===== src/rtl/cpf_pkg.sv =====
// Shared types and constants for the photo stream framer.
package cpf_pkg;

  localparam int unsigned CHUNK_DEF   = 246;  // photo bytes per data frame
  localparam int unsigned QUEUE_DEPTH = 4;    // command queue entries, power of two

  localparam logic [7:0] SYNC_A        = 8'hEF;
  localparam logic [7:0] SYNC_B        = 8'hAA;
  localparam logic [7:0] TYPE_NORMAL   = 8'h00;
  localparam logic [7:0] FIRST_LEN_HI  = 8'h00;
  localparam logic [7:0] FIRST_LEN_LO  = 8'h07;
  localparam logic [7:0] ID_RESET      = 8'hF7;

  // byte positions inside a frame
  localparam logic [3:0] STEP_FIRST_BYTE  = 4'd0;
  localparam logic [3:0] STEP_PAYLOAD     = 4'd7;
  localparam logic [3:0] STEP_CHECK_DATA  = 4'd8;
  localparam logic [3:0] STEP_CHECK_FIRST = 4'd12;

  typedef enum logic {
    REG_PHOTO_LEN = 1'b0,
    REG_MSG_ID    = 1'b1
  } reg_idx_e;

  typedef enum logic {
    MODE_START = 1'b0,
    MODE_BYTE  = 1'b1
  } mode_e;

  typedef enum logic {
    CMD_FIRST = 1'b0,
    CMD_DATA  = 1'b1
  } cmd_kind_e;

  // one queued frame fragment, fully resolved by the front end
  typedef struct packed {
    cmd_kind_e   kind;
    logic        hdr;        // data: open a new frame first
    logic        close;      // data: append check byte
    logic [7:0]  msg_id;
    logic [7:0]  len_lo;     // data frame payload length, high byte is zero
    logic [15:0] seq;
    logic [7:0]  pbyte;
    logic [7:0]  check;
    logic [31:0] photo_len;
  } cmd_t;

endpackage


===== src/rtl/cpf_front.sv =====
// Front end: accepts input items, tracks frame counters, issues commands.
module cpf_front #(
  parameter int unsigned Chunk = cpf_pkg::CHUNK_DEF
) (
  input  logic              clk_i,
  input  logic              rst_ni,
  input  logic              in_valid_i,
  output logic              in_ready_o,
  input  logic              in_mode_i,
  input  logic [7:0]        in_byte_i,
  input  logic [31:0]       photo_len_i,
  input  logic [7:0]        msg_id_i,
  output logic              cmd_valid_o,
  input  logic              cmd_ready_i,
  output cpf_pkg::cmd_t     cmd_o
);
  import cpf_pkg::*;

  logic [31:0] bytes_left_q, bytes_left_d;
  logic [7:0]  chunk_left_q, chunk_left_d;
  logic [15:0] seq_q, seq_d;
  logic [7:0]  acc_q, acc_d;

  logic        accept;
  logic        hdr;
  logic [7:0]  n, len_lo, cl, cl_new, acc_base, acc_new, first_chk;

  assign in_ready_o = cmd_ready_i;
  assign accept     = in_valid_i && in_ready_o;

  always_comb begin
    hdr       = (chunk_left_q == 8'd0);
    n         = (bytes_left_q < 32'(Chunk)) ? bytes_left_q[7:0] : 8'(Chunk);
    len_lo    = n + 8'd2;
    cl        = hdr ? n : chunk_left_q;
    cl_new    = cl - 8'd1;
    acc_base  = hdr ? (msg_id_i ^ len_lo ^ seq_q[15:8] ^ seq_q[7:0]) : acc_q;
    acc_new   = acc_base ^ in_byte_i;
    first_chk = msg_id_i ^ FIRST_LEN_HI ^ FIRST_LEN_LO ^ photo_len_i[31:24]
              ^ photo_len_i[23:16] ^ photo_len_i[15:8] ^ photo_len_i[7:0];

    bytes_left_d = bytes_left_q;
    chunk_left_d = chunk_left_q;
    seq_d        = seq_q;
    acc_d        = acc_q;
    cmd_valid_o  = 1'b0;

    cmd_o.kind      = CMD_DATA;
    cmd_o.hdr       = hdr;
    cmd_o.close     = (cl_new == 8'd0);
    cmd_o.msg_id    = msg_id_i;
    cmd_o.len_lo    = len_lo;
    cmd_o.seq       = seq_q;
    cmd_o.pbyte     = in_byte_i;
    cmd_o.check     = acc_new;
    cmd_o.photo_len = photo_len_i;

    if (in_mode_i == MODE_START) begin
      cmd_o.kind   = CMD_FIRST;
      cmd_o.check  = first_chk;
      cmd_valid_o  = in_valid_i;
      if (accept) begin
        bytes_left_d = photo_len_i;
        chunk_left_d = 8'd0;
        seq_d        = 16'd1;
        acc_d        = 8'd0;
      end
    end else if (bytes_left_q != 32'd0) begin
      cmd_valid_o = in_valid_i;
      if (accept) begin
        bytes_left_d = bytes_left_q - 32'd1;
        chunk_left_d = cl_new;
        if (cl_new == 8'd0) begin
          seq_d = seq_q + 16'd1;
          acc_d = 8'd0;
        end else begin
          acc_d = acc_new;
        end
      end
    end
  end

  always_ff @(posedge clk_i or negedge rst_ni) begin
    if (!rst_ni) begin
      bytes_left_q <= '0;
      chunk_left_q <= '0;
      seq_q        <= 16'd1;
      acc_q        <= '0;
    end else begin
      bytes_left_q <= bytes_left_d;
      chunk_left_q <= chunk_left_d;
      seq_q        <= seq_d;
      acc_q        <= acc_d;
    end
  end

endmodule


===== src/rtl/cpf_cmd_fifo.sv =====
// Small command queue between front end and byte emitter.
module cpf_cmd_fifo #(
  parameter int unsigned Depth = cpf_pkg::QUEUE_DEPTH
) (
  input  logic          clk_i,
  input  logic          rst_ni,
  input  logic          wr_valid_i,
  output logic          wr_ready_o,
  input  cpf_pkg::cmd_t wr_data_i,
  output logic          rd_valid_o,
  input  logic          rd_pop_i,
  output cpf_pkg::cmd_t rd_data_o
);
  import cpf_pkg::*;

  localparam int unsigned PtrW = (Depth > 1) ? $clog2(Depth) : 1;
  localparam int unsigned CntW = $clog2(Depth + 1);

  cmd_t            mem_q [Depth];
  logic [PtrW-1:0] wr_ptr_q, rd_ptr_q;
  logic [CntW-1:0] count_q;
  logic            push, pop;

  assign wr_ready_o = (count_q != CntW'(Depth));
  assign rd_valid_o = (count_q != '0);
  assign push       = wr_valid_i && wr_ready_o;
  assign pop        = rd_pop_i && rd_valid_o;
  assign rd_data_o  = mem_q[rd_ptr_q];

  always_ff @(posedge clk_i) begin
    if (push) begin
      mem_q[wr_ptr_q] <= wr_data_i;
    end
  end

  always_ff @(posedge clk_i or negedge rst_ni) begin
    if (!rst_ni) begin
      wr_ptr_q <= '0;
      rd_ptr_q <= '0;
      count_q  <= '0;
    end else begin
      if (push) wr_ptr_q <= wr_ptr_q + PtrW'(1);
      if (pop)  rd_ptr_q <= rd_ptr_q + PtrW'(1);
      count_q <= count_q + CntW'(push) - CntW'(pop);
    end
  end

endmodule


===== src/rtl/cpf_back.sv =====
// Back end: expands queued commands into framed bytes, one per cycle unless stalled.
module cpf_back (
  input  logic          clk_i,
  input  logic          rst_ni,
  input  logic          cmd_valid_i,
  input  cpf_pkg::cmd_t cmd_i,
  output logic          cmd_pop_o,
  output logic          out_valid_o,
  input  logic          out_ready_i,
  output logic [7:0]    out_byte_o,
  output logic          frame_end_o,
  output logic          run_last_o
);
  import cpf_pkg::*;

  logic       first_q, first_d;
  logic [3:0] step_q, step_d, step_cur, step_last;
  logic       load;
  logic [7:0] byte_sel;
  logic       valid_q, end_q, last_q;
  logic [7:0] byte_q;

  assign load = cmd_valid_i && (!valid_q || out_ready_i);

  always_comb begin
    if (first_q) begin
      step_cur = (cmd_i.kind == CMD_DATA && !cmd_i.hdr) ? STEP_PAYLOAD : STEP_FIRST_BYTE;
    end else begin
      step_cur = step_q;
    end
    if (cmd_i.kind == CMD_FIRST) begin
      step_last = STEP_CHECK_FIRST;
    end else begin
      step_last = cmd_i.close ? STEP_CHECK_DATA : STEP_PAYLOAD;
    end

    byte_sel = 8'h00;
    if (cmd_i.kind == CMD_FIRST) begin
      case (step_cur)
        4'd0:    byte_sel = SYNC_A;
        4'd1:    byte_sel = SYNC_B;
        4'd2:    byte_sel = cmd_i.msg_id;
        4'd3:    byte_sel = FIRST_LEN_HI;
        4'd4:    byte_sel = FIRST_LEN_LO;
        4'd7:    byte_sel = cmd_i.photo_len[31:24];
        4'd8:    byte_sel = cmd_i.photo_len[23:16];
        4'd9:    byte_sel = cmd_i.photo_len[15:8];
        4'd10:   byte_sel = cmd_i.photo_len[7:0];
        4'd11:   byte_sel = TYPE_NORMAL;
        4'd12:   byte_sel = cmd_i.check;
        default: byte_sel = 8'h00;  // two zero bytes opening the payload
      endcase
    end else begin
      case (step_cur)
        4'd0:    byte_sel = SYNC_A;
        4'd1:    byte_sel = SYNC_B;
        4'd2:    byte_sel = cmd_i.msg_id;
        4'd3:    byte_sel = 8'h00;
        4'd4:    byte_sel = cmd_i.len_lo;
        4'd5:    byte_sel = cmd_i.seq[15:8];
        4'd6:    byte_sel = cmd_i.seq[7:0];
        4'd7:    byte_sel = cmd_i.pbyte;
        4'd8:    byte_sel = cmd_i.check;
        default: byte_sel = 8'h00;
      endcase
    end

    cmd_pop_o = load && (step_cur == step_last);
    first_d   = first_q;
    step_d    = step_q;
    if (load) begin
      first_d = cmd_pop_o;
      step_d  = step_cur + 4'd1;
    end
  end

  always_ff @(posedge clk_i or negedge rst_ni) begin
    if (!rst_ni) begin
      first_q <= 1'b1;
      step_q  <= '0;
      valid_q <= 1'b0;
    end else begin
      first_q <= first_d;
      step_q  <= step_d;
      if (load) begin
        valid_q <= 1'b1;
      end else if (out_ready_i) begin
        valid_q <= 1'b0;
      end
    end
  end

  always_ff @(posedge clk_i) begin
    if (load) begin
      byte_q <= byte_sel;
      end_q  <= (cmd_i.kind == CMD_FIRST) ? (step_cur == STEP_CHECK_FIRST)
                                          : (step_cur == STEP_CHECK_DATA);
      last_q <= (step_cur == step_last);
    end
  end

  assign out_valid_o = valid_q;
  assign out_byte_o  = byte_q;
  assign frame_end_o = end_q;
  assign run_last_o  = last_q;

endmodule


===== src/rtl/chunked_photo_framer_top.sv =====
// Top level of the photo stream framer.
//
// Input stream (s_axis_*): one transfer per item. tuser[0] is the mode,
// 0 = start (emit the 13-byte first frame, restart counters), 1 = photo byte
// carried in tdata[7:0]. Photo bytes beyond the programmed length, or before
// any start, are taken and dropped with no output.
// Output stream (m_axis_*): one framed serial byte per transfer in tdata,
// tlast marks the check byte closing a frame, tuser[0] marks the last byte
// caused by one input item.
// Config port (cfg_*): index 0 = photo length (32 bit), 1 = message id.
// Always ready; write only while the block is idle.
// Path: an accepted item is written into the command queue, then the byte
// emitter registers its first output byte. An item causes 1 output byte as a
// mid-frame photo byte, up to 9 when opening and closing a frame, 13 for a start.
// The byte emitter, one byte per cycle while the receiver is ready, sets the
// rate; the front end runs ahead through a 4-entry command queue.
// Reset clears counters (sequence restarts at 1), empties the queue and
// drops the output valid. A stalled receiver holds the output register; the
// queue fills and then s_axis_tready falls.
module chunked_photo_framer_top #(
  parameter int unsigned Chunk      = cpf_pkg::CHUNK_DEF,
  parameter int unsigned QueueDepth = cpf_pkg::QUEUE_DEPTH
) (
  input  logic        clk_i,
  input  logic        rst_ni,
  input  logic        s_axis_tvalid,
  output logic        s_axis_tready,
  input  logic [7:0]  s_axis_tdata,   // [7:0] photo_byte
  input  logic [0:0]  s_axis_tuser,   // [0] mode
  output logic        m_axis_tvalid,
  input  logic        m_axis_tready,
  output logic [7:0]  m_axis_tdata,   // [7:0] out_byte
  output logic        m_axis_tlast,   // frame_end
  output logic [0:0]  m_axis_tuser,   // [0] run_last
  input  logic        cfg_valid_i,
  output logic        cfg_ready_o,
  input  logic        cfg_index_i,
  input  logic [31:0] cfg_data_i
);
  import cpf_pkg::*;

  logic [31:0] photo_len_q;
  logic [7:0]  msg_id_q;

  logic        fq_valid, fq_ready, bq_valid, bq_pop;
  cmd_t        fq_cmd, bq_cmd;

  // configuration registers
  assign cfg_ready_o = 1'b1;

  always_ff @(posedge clk_i or negedge rst_ni) begin
    if (!rst_ni) begin
      photo_len_q <= '0;
      msg_id_q    <= ID_RESET;
    end else if (cfg_valid_i && cfg_ready_o) begin
      case (reg_idx_e'(cfg_index_i))
        REG_PHOTO_LEN: photo_len_q <= cfg_data_i;
        REG_MSG_ID:    msg_id_q    <= cfg_data_i[7:0];
        default:       ;
      endcase
    end
  end

  cpf_front #(
    .Chunk (Chunk)
  ) u_front (
    .clk_i       (clk_i),
    .rst_ni      (rst_ni),
    .in_valid_i  (s_axis_tvalid),
    .in_ready_o  (s_axis_tready),
    .in_mode_i   (s_axis_tuser[0]),
    .in_byte_i   (s_axis_tdata),
    .photo_len_i (photo_len_q),
    .msg_id_i    (msg_id_q),
    .cmd_valid_o (fq_valid),
    .cmd_ready_i (fq_ready),
    .cmd_o       (fq_cmd)
  );

  cpf_cmd_fifo #(
    .Depth (QueueDepth)
  ) u_queue (
    .clk_i      (clk_i),
    .rst_ni     (rst_ni),
    .wr_valid_i (fq_valid),
    .wr_ready_o (fq_ready),
    .wr_data_i  (fq_cmd),
    .rd_valid_o (bq_valid),
    .rd_pop_i   (bq_pop),
    .rd_data_o  (bq_cmd)
  );

  cpf_back u_back (
    .clk_i       (clk_i),
    .rst_ni      (rst_ni),
    .cmd_valid_i (bq_valid),
    .cmd_i       (bq_cmd),
    .cmd_pop_o   (bq_pop),
    .out_valid_o (m_axis_tvalid),
    .out_ready_i (m_axis_tready),
    .out_byte_o  (m_axis_tdata),
    .frame_end_o (m_axis_tlast),
    .run_last_o  (m_axis_tuser[0])
  );

endmodule


===== config.mk =====
export PLATFORM = sky130hd
export DESIGN_NAME = chunked_photo_framer_top
export DESIGN_NICKNAME = d
export VERILOG_FILES = /design/src/rtl/cpf_pkg.sv /design/src/rtl/cpf_front.sv /design/src/rtl/cpf_cmd_fifo.sv /design/src/rtl/cpf_back.sv /design/src/rtl/chunked_photo_framer_top.sv
export SDC_FILE = /design/constraint.sdc
export NUM_CORES = 1
export LEC_CHECK = 0
export CORE_MARGIN = 4
export CORE_UTILIZATION = 48
export CTS_CLUSTER_DIAMETER = 200
export DETAILED_ROUTE_END_ITERATION = 6
export DONT_BUFFER_PORTS = 1
export GPL_TIMING_DRIVEN = 0
export HOLD_SLACK_MARGIN = 0.1
export PLACE_DENSITY_LB_ADDON = 0.05
export SLEW_MARGIN = 20
export SYNTH_ARGS = -nofsm -noshare
export SYNTH_HDL_FRONTEND = slang
export SYNTH_HIERARCHICAL = 1
export SYNTH_SLANG_ARGS = --single-unit

===== constraint.sdc =====
create_clock -name clk_i -period 4.35 [get_ports clk_i]
set_clock_uncertainty 0.1 [all_clocks]
set_input_delay 0.87 -clock clk_i [delete_from_list [all_inputs] [get_ports clk_i]]
set_output_delay 0.87 -clock clk_i [all_outputs]
set_load 0.02 [all_outputs]

==> results.yml, run 1 <==
synthesis:
  ys.flop_type: "edfxtp_1"
  synth_top_area_share_pct: 48.57
  yosysSeqAreaShare_pct: 62.47
  syn_inst: 1412
  synth-edff-count: 342
  yosys.area.top_type: "edfxtp_1"
  avgSynthCellArea_um2: 14.97
  synth_area_leaders: "edfxtp_1, dfrtp_1, mux4_2, xnor2_1, buf_4"
  synth-seq-cells: 459
  postSynth.asyncResetShare_pct: 25.49
  synth.distinct_cells: 97
  mappedNetlistNets: 1476
  yosys_warnings: 6
  synth_area_um2: 21140
timing:
  worst_pin_slew_ns: 0.9476
  fin_crit_ns: 4.143
  timing.final.ws_setup_ns: 0.2068
  setup_violations: 0
  relSlewSlack_pct: 36.67
  max_freq_mhz: 241.4
  slew_violations: 0
  finalCritPeriodShare_pct: 95.25
  hold-worst-slack_ns: 0.1433
  finalHoldViolCount: 0
detailed_routing:
  via_count: 12538
  drc: 0
  wirelength_mm: 56.83
  wire_per_inst_um: 27.03
  drtIter0Drc: 1307
  via_per_inst: 5.965
  detail_route.first_pass.iterations: 6
  ant_nets: 0
final_layout:
  fillers: 3502
  layoutNonFillerInstCount: 2102
  multi_input_area_um2: 6998
  nNetsFinal: 1541
  most-common-layout-cells: "edfxtp_1, dfrtp_1, nand2_1"
  layout_commonest_cell: "edfxtp_1"
  area_delta_synth_final_pct: 12.30
  final-seq-area_um2: 13210
  drive_gt1_share_pct: 23.34
  diodes: 0
  fin_area_um2: 23740
clock_tree:
  numCtsBuffers: 48
  clock_sinks: 459
  cts_root_buf: "clkbuf_16"
  htree_levels: 2
  clk_pin_slew_ns: 0.06
  cts_tree: "yes"
  clockBufferDepth: 3
  clk_latency_ns: 0.59
critical_path:
  crit_path_max_fanout: 10
  endpoint_kind: "flop"
  rr_startpoint: "u_queue/rd_ptr_q[0]"
  r2r-end: "u_back/out_byte_o[2]"
  critPathArrivalTime_ns: 4.31
  r2r_cells: 13
  start_kind: "flop"
  startpoint: "u_queue/rd_ptr_q[0]"
  critPathCapture: "u_back/out_byte_o[2]"
  crit_type: "reg -> reg"
  worstPathRequired_ns: 4.52
  reg2reg_slack_ns: 0.21
global_routing:
  antenna_found_initial: 2
  globalRouteOverflowTotal: 0
  grt_max_degree: 118
  grt_pass1_vias: 12433
  track_usage_pct: 24.10
  grt_pass1_wl_mm: 84.53
floorplan:
  dieWidth_um: 217.9
  start_util_pct: 48.87
  die-area_um2: 47470
  coreArea_um2: 43270
  std_cell_rows: 76
  io_pins: 60
  die_h_um: 217.9
power_and_ir_drop:
  peakVddDrop_v: 0.0003278
  power.density_nw_per_um2: 678.5
  leakage_nw: 8.201
  finalPower_mw: 16.11
placement:
  hpwl_mm: 39.95
  dp_slack_ns: -0.6379
  place_area_um2: 22110
  portBuffers: 0
  gp_congestion: 0.9005
  dp_cells: 2007
flow_run:
  cap_viol_max_count: 0
worst_hold_path:
  hp-class: "in -> async"
status:
  status: "completed"
-- state kept, by name (all words and copies together), names as in the netlist, 2 cells and up --
register	count
u_front/seq_q	16
u_queue/rd_ptr_q	2
photo_len_q	32
u_front/bytes_left_q	32
u_queue/count_q	3
u_queue/wr_ptr_q	2
u_queue/mem_q	332
msg_id_q	8
u_front/acc_q	8
u_front/chunk_left_q	8
u_back/step_q	4
u_back/out_byte_o	8
-- timing repair --
action                                  in CTS  in global routing
gates resized for setup                      5                 12
pin swaps                                    3                  4
setup buffers                                1                  4
endpoints found under the setup margin      50                 35
hold endpoints to repair                   117                  0
hold buffers                                 1                  0
-- report_power, final --
group	internal [mW]	switching (mW)
sequential	5.91	0.714
combinational	2.26	3.22
clock	2.30	1.70
total	10.5	5.63
-- per-layer routing --
layer | share of wire, % | up-vias | GRT usage [%]
met4 | 3.5 | 0 | 7.858
met5 | 0 | - | 0
met2 | 46 | 431 | 36.84
met3 | 5.6 | 104 | 3.706
met1 | 44 | 6454 | 35.87
li1 | - | 5549 | -
-- synth_stat cells (10+ instances only) --
cell type	number
dfrtp_1	108
nand4_1	13
buf_2	11
a21oi_1	65
inv_1	22
mux2_2	13
and3_1	12
ha_1	16
nand2b_1	12
nand3_1	30
a22oi_1	14
nor2_1	43
o22ai_1	27
nor3_1	15
clkbuf_1	34
nand2_1	100
buf_4	62
mux2_4	31
xor2_1	25
mux4_2	83
and2_1	10
o211ai_1	10
o21ai_0	60
edfxtp_1	342
xnor2_1	59
-- how the worst min path moves through the flow --
stage                           startpoint                 end  slack (ns)  cells after the start
after floorplan           u_front/acc_q[0]    u_front/acc_q[0]        0.35                      2
after global placement    u_front/acc_q[6]    u_front/acc_q[6]        0.36                      2
after detailed placement  u_front/acc_q[6]    u_front/acc_q[6]        0.37                      2
after CTS                           rst_ni  u_back/out_valid_o        0.15                      1
after global routing                rst_ni    u_back/step_q[3]        0.16                      1
final                               rst_ni    u_back/step_q[3]        0.14                      1
-- metrics by stage --
step | util, % | TNS (ns)
final | 54.88 | 0
after floorplan | - | 0
after global routing | 54.88 | -0.002606
after detailed placement | 51.09 | -18.06
after global placement | 50.56 | -666.26
after CTS | 54.73 | 0
-- logic make-up (layout without fill, tap and decap cells) --
family	after synthesis	in the layout	synth area share (%)
compound gates	258	258	8.149
fa+ha+maj	17	17	1.042
xor+xnor	85	85	3.586
mux	135	135	12.11
flops	459	459	62.47
buf+inv	154	259	4.758
simple gates	303	303	7.859
other cells	1	1	0.01774
-- worst max-delay path, stage by stage, from the launching register on --
cell and delay [ns]:
dfrtp_1 0.34, buf_6 0.12, buf_12 0.17, buf_12 0.17
mux4_2 0.56, nand3b_1 0.28, o21ai_2 0.16, inv_1 0.12
ha_1 0.25, buf_2 0.23, a222oi_1 0.63, o22ai_1 0.20
a221oi_1 0.27, o22ai_1 0.20
-- layout make-up --
cell class                 instances  area share, %
tap                              585          3.083
clock buffer                      70          5.754
buffer                           129          3.836
multi-input combinational        799          29.47
clock inverter                    20         0.6745
inverter                          24         0.4005
timing repair buffer              16          1.149
sequential                       459          55.63
Note: power is estimated with default switching activity, not from simulation.
==> run 2, diff against run 1 <==
CORE_UTILIZATION = 55   (was 48)
==> run 2 against run 1 <==
Effect of this change:
- fmax down 0.41%
- critical path depth down 1
- first-iteration DRC count down 16%
- clock power up 6.0%
- non-clock buffer count down 3
==> results.yml, run 2 (synthesis results as in run 1) <==
critical_path:
  reg2reg_slack_ns: 0.19
  critPathCapture: "u_back/out_byte_o[7]"
  rr_startpoint: "u_queue/rd_ptr_q[0]"
  r2r-end: "u_back/out_byte_o[7]"
  endpoint_kind: "flop"
  start_kind: "flop"
  critPathArrivalTime_ns: 4.43
  worstPathRequired_ns: 4.62
  crit_path_max_fanout: 10
  startpoint: "u_queue/rd_ptr_q[0]"
  r2r_cells: 12
  crit_type: "reg -> reg"
floorplan:
  dieWidth_um: 204.1
  coreArea_um2: 37760
  start_util_pct: 56.00
  std_cell_rows: 71
  die_h_um: 204.1
  die-area_um2: 41640
  io_pins: 60
timing:
  fin_crit_ns: 4.160
  slew_violations: 0
  setup_violations: 0
  finalCritPeriodShare_pct: 95.63
  relSlewSlack_pct: 45.57
  timing.final.ws_setup_ns: 0.1899
  fin_setup_tns_ns: 0
  rsz0062_at_grt: "no"
  finalHoldViolCount: 0
  worst_pin_slew_ns: 0.8148
  max_freq_mhz: 240.4
placement:
  dp_cells: 1931
  hpwl_mm: 38.14
  portBuffers: 0
  dp_slack_ns: -0.2585
  gp_congestion: 0.9260
clock_tree:
  clockBufferDepth: 3
  htree_levels: 2
  clk_latency_ns: 0.59
  cts_root_buf: "clkbuf_16"
  numCtsBuffers: 47
  cts_tree: "yes"
  clock_sinks: 459
  clk_pin_slew_ns: 0.06
final_layout:
  diodes: 0
  reg.largest.list: "u_queue/mem_q: 332 flops, photo_len_q: 32 flops, u_front/bytes_left_q: 32 flops"
  drive_gt1_share_pct: 23.28
  layout_commonest_cell: "edfxtp_1"
  most-common-layout-cells: "edfxtp_1, dfrtp_1, nand2_1"
  fillers: 2787
  largest_reg_flops: 332
  top_register: "u_queue/mem_q"
  area_delta_synth_final_pct: 12.17
  nNetsFinal: 1537
  post-route-util_pct: 62.82
  layoutNonFillerInstCount: 2023
power_and_ir_drop:
  leakage_nw: 8.225
  peakVddDrop_v: 0.0004508
  finalPower_mw: 16.24
  power.density_nw_per_um2: 684.9
global_routing:
  globalRouteOverflowTotal: 0
  antenna_found_initial: 0
  track_usage_pct: 26.59
  grt_pass1_wl_mm: 81.89
  grt_max_degree: 118
  grt_pass1_vias: 12452
detailed_routing:
  via_count: 12464
  drc: 0
  wire_per_inst_um: 26.97
  detail_route.first_pass.iterations: 5
  drtIter0Drc: 1097
  via_per_inst: 6.161
  wirelength_mm: 54.55
  ant_nets: 0
flow_run:
  cap_viol_max_count: 0
status:
  status: "completed"
worst_hold_path:
  hp-class: "in -> async"
==> run 2: cell types whose count changed in the layout (fill, tap and decap cells not counted), moves of 2 or more <==
cell,delta
buf_2,-2
clkbuf_16,-3
o21ai_1,-2
o21ai_0,+4
o21ai_2,-2
buf_4,-2
clkbuf_8,-3
clkbuf_2,+2
clkbuf_1,-8
bufinv_16,+7
clkinv_1,+3
==> run 2: final cells by class <==
cell class	count	area, µm²	area share (%)
Multi-Input combinational cell	799	6997	29.50
Timing Repair Buffer	12	225.2	0.9496
Buffer	130	915.9	3.862
Inverter	24	95.09	0.4009
Tap cell	511	639.4	2.696
Clock inverter	32	415.4	1.752
Sequential cell	459	13210	55.69
Clock buffer	56	1220	5.144
==> run 2: routing by layer <==
layer / routed length, µm / GRT usage [%] / vias up
li1: - / - / 5550
met1: 23560 / 39.84 / 6369
met2: 25620 / 41.12 / 460
met3: 3800 / 4.348 / 85
met4: 1574 / 7.490 / 0
met5: 0 / 0 / -
==> run 2: timing repair <==
| action | in CTS | in global routing |
|---|---|---|
| resized for setup | 4 | 8 |
| endpoints found under the setup margin | 28 | 36 |
| pin swaps | 1 | 3 |
| setup buffers | 1 | 2 |
| hold buffers | 1 | 0 |
| gates cloned | 0 | 0 |
| hold endpoints to repair | 117 | 0 |
==> run 2: power breakdown <==
part | total [mW] | switching, mW | internal (mW) | leakage, nW
clock | 4.24 | 1.69 | 2.55 | 0.796
sequential | 6.60 | 0.689 | 5.91 | 4.58
combinational | 5.40 | 3.17 | 2.23 | 2.85
total | 16.2 | 5.55 | 10.7 | 8.22
==> run 2: worst min-delay path by stage <==
stage          slack [ns]  depth (start not counted)               end        startpoint
2_1_floorplan        0.35                          2  u_front/acc_q[0]  u_front/acc_q[0]
3_3_place_gp         0.36                          2  u_front/acc_q[6]  u_front/acc_q[6]
3_5_place_dp         0.37                          2  u_front/acc_q[0]  u_front/acc_q[0]
4_1_cts              0.16                          1  u_back/step_q[3]            rst_ni
5_1_grt              0.16                          1  u_back/step_q[3]            rst_ni
6_report             0.15                          1  u_back/step_q[3]            rst_ni
==> run 2: critical path: stages (launching register included) <==
cell      delay, ns
dfrtp_1        0.35
buf_6          0.13
buf_12         0.18
buf_12         0.17
mux4_2         0.55
nand3b_1       0.26
o21ai_0        0.23
ha_1           0.28
clkbuf_1       0.59
a22oi_1        0.24
a21oi_1        0.42
a211oi_1       0.11
o22ai_1        0.31
==> run 2: through the flow <==
stage               hold WS (ns)  cell area, µm²
global placement          0.3604           21780
detailed placement        0.3653           21990
global route              0.1623           23720
finish                    0.1526           23720
CTS                       0.1563           23680
floorplan                 0.3478           21140
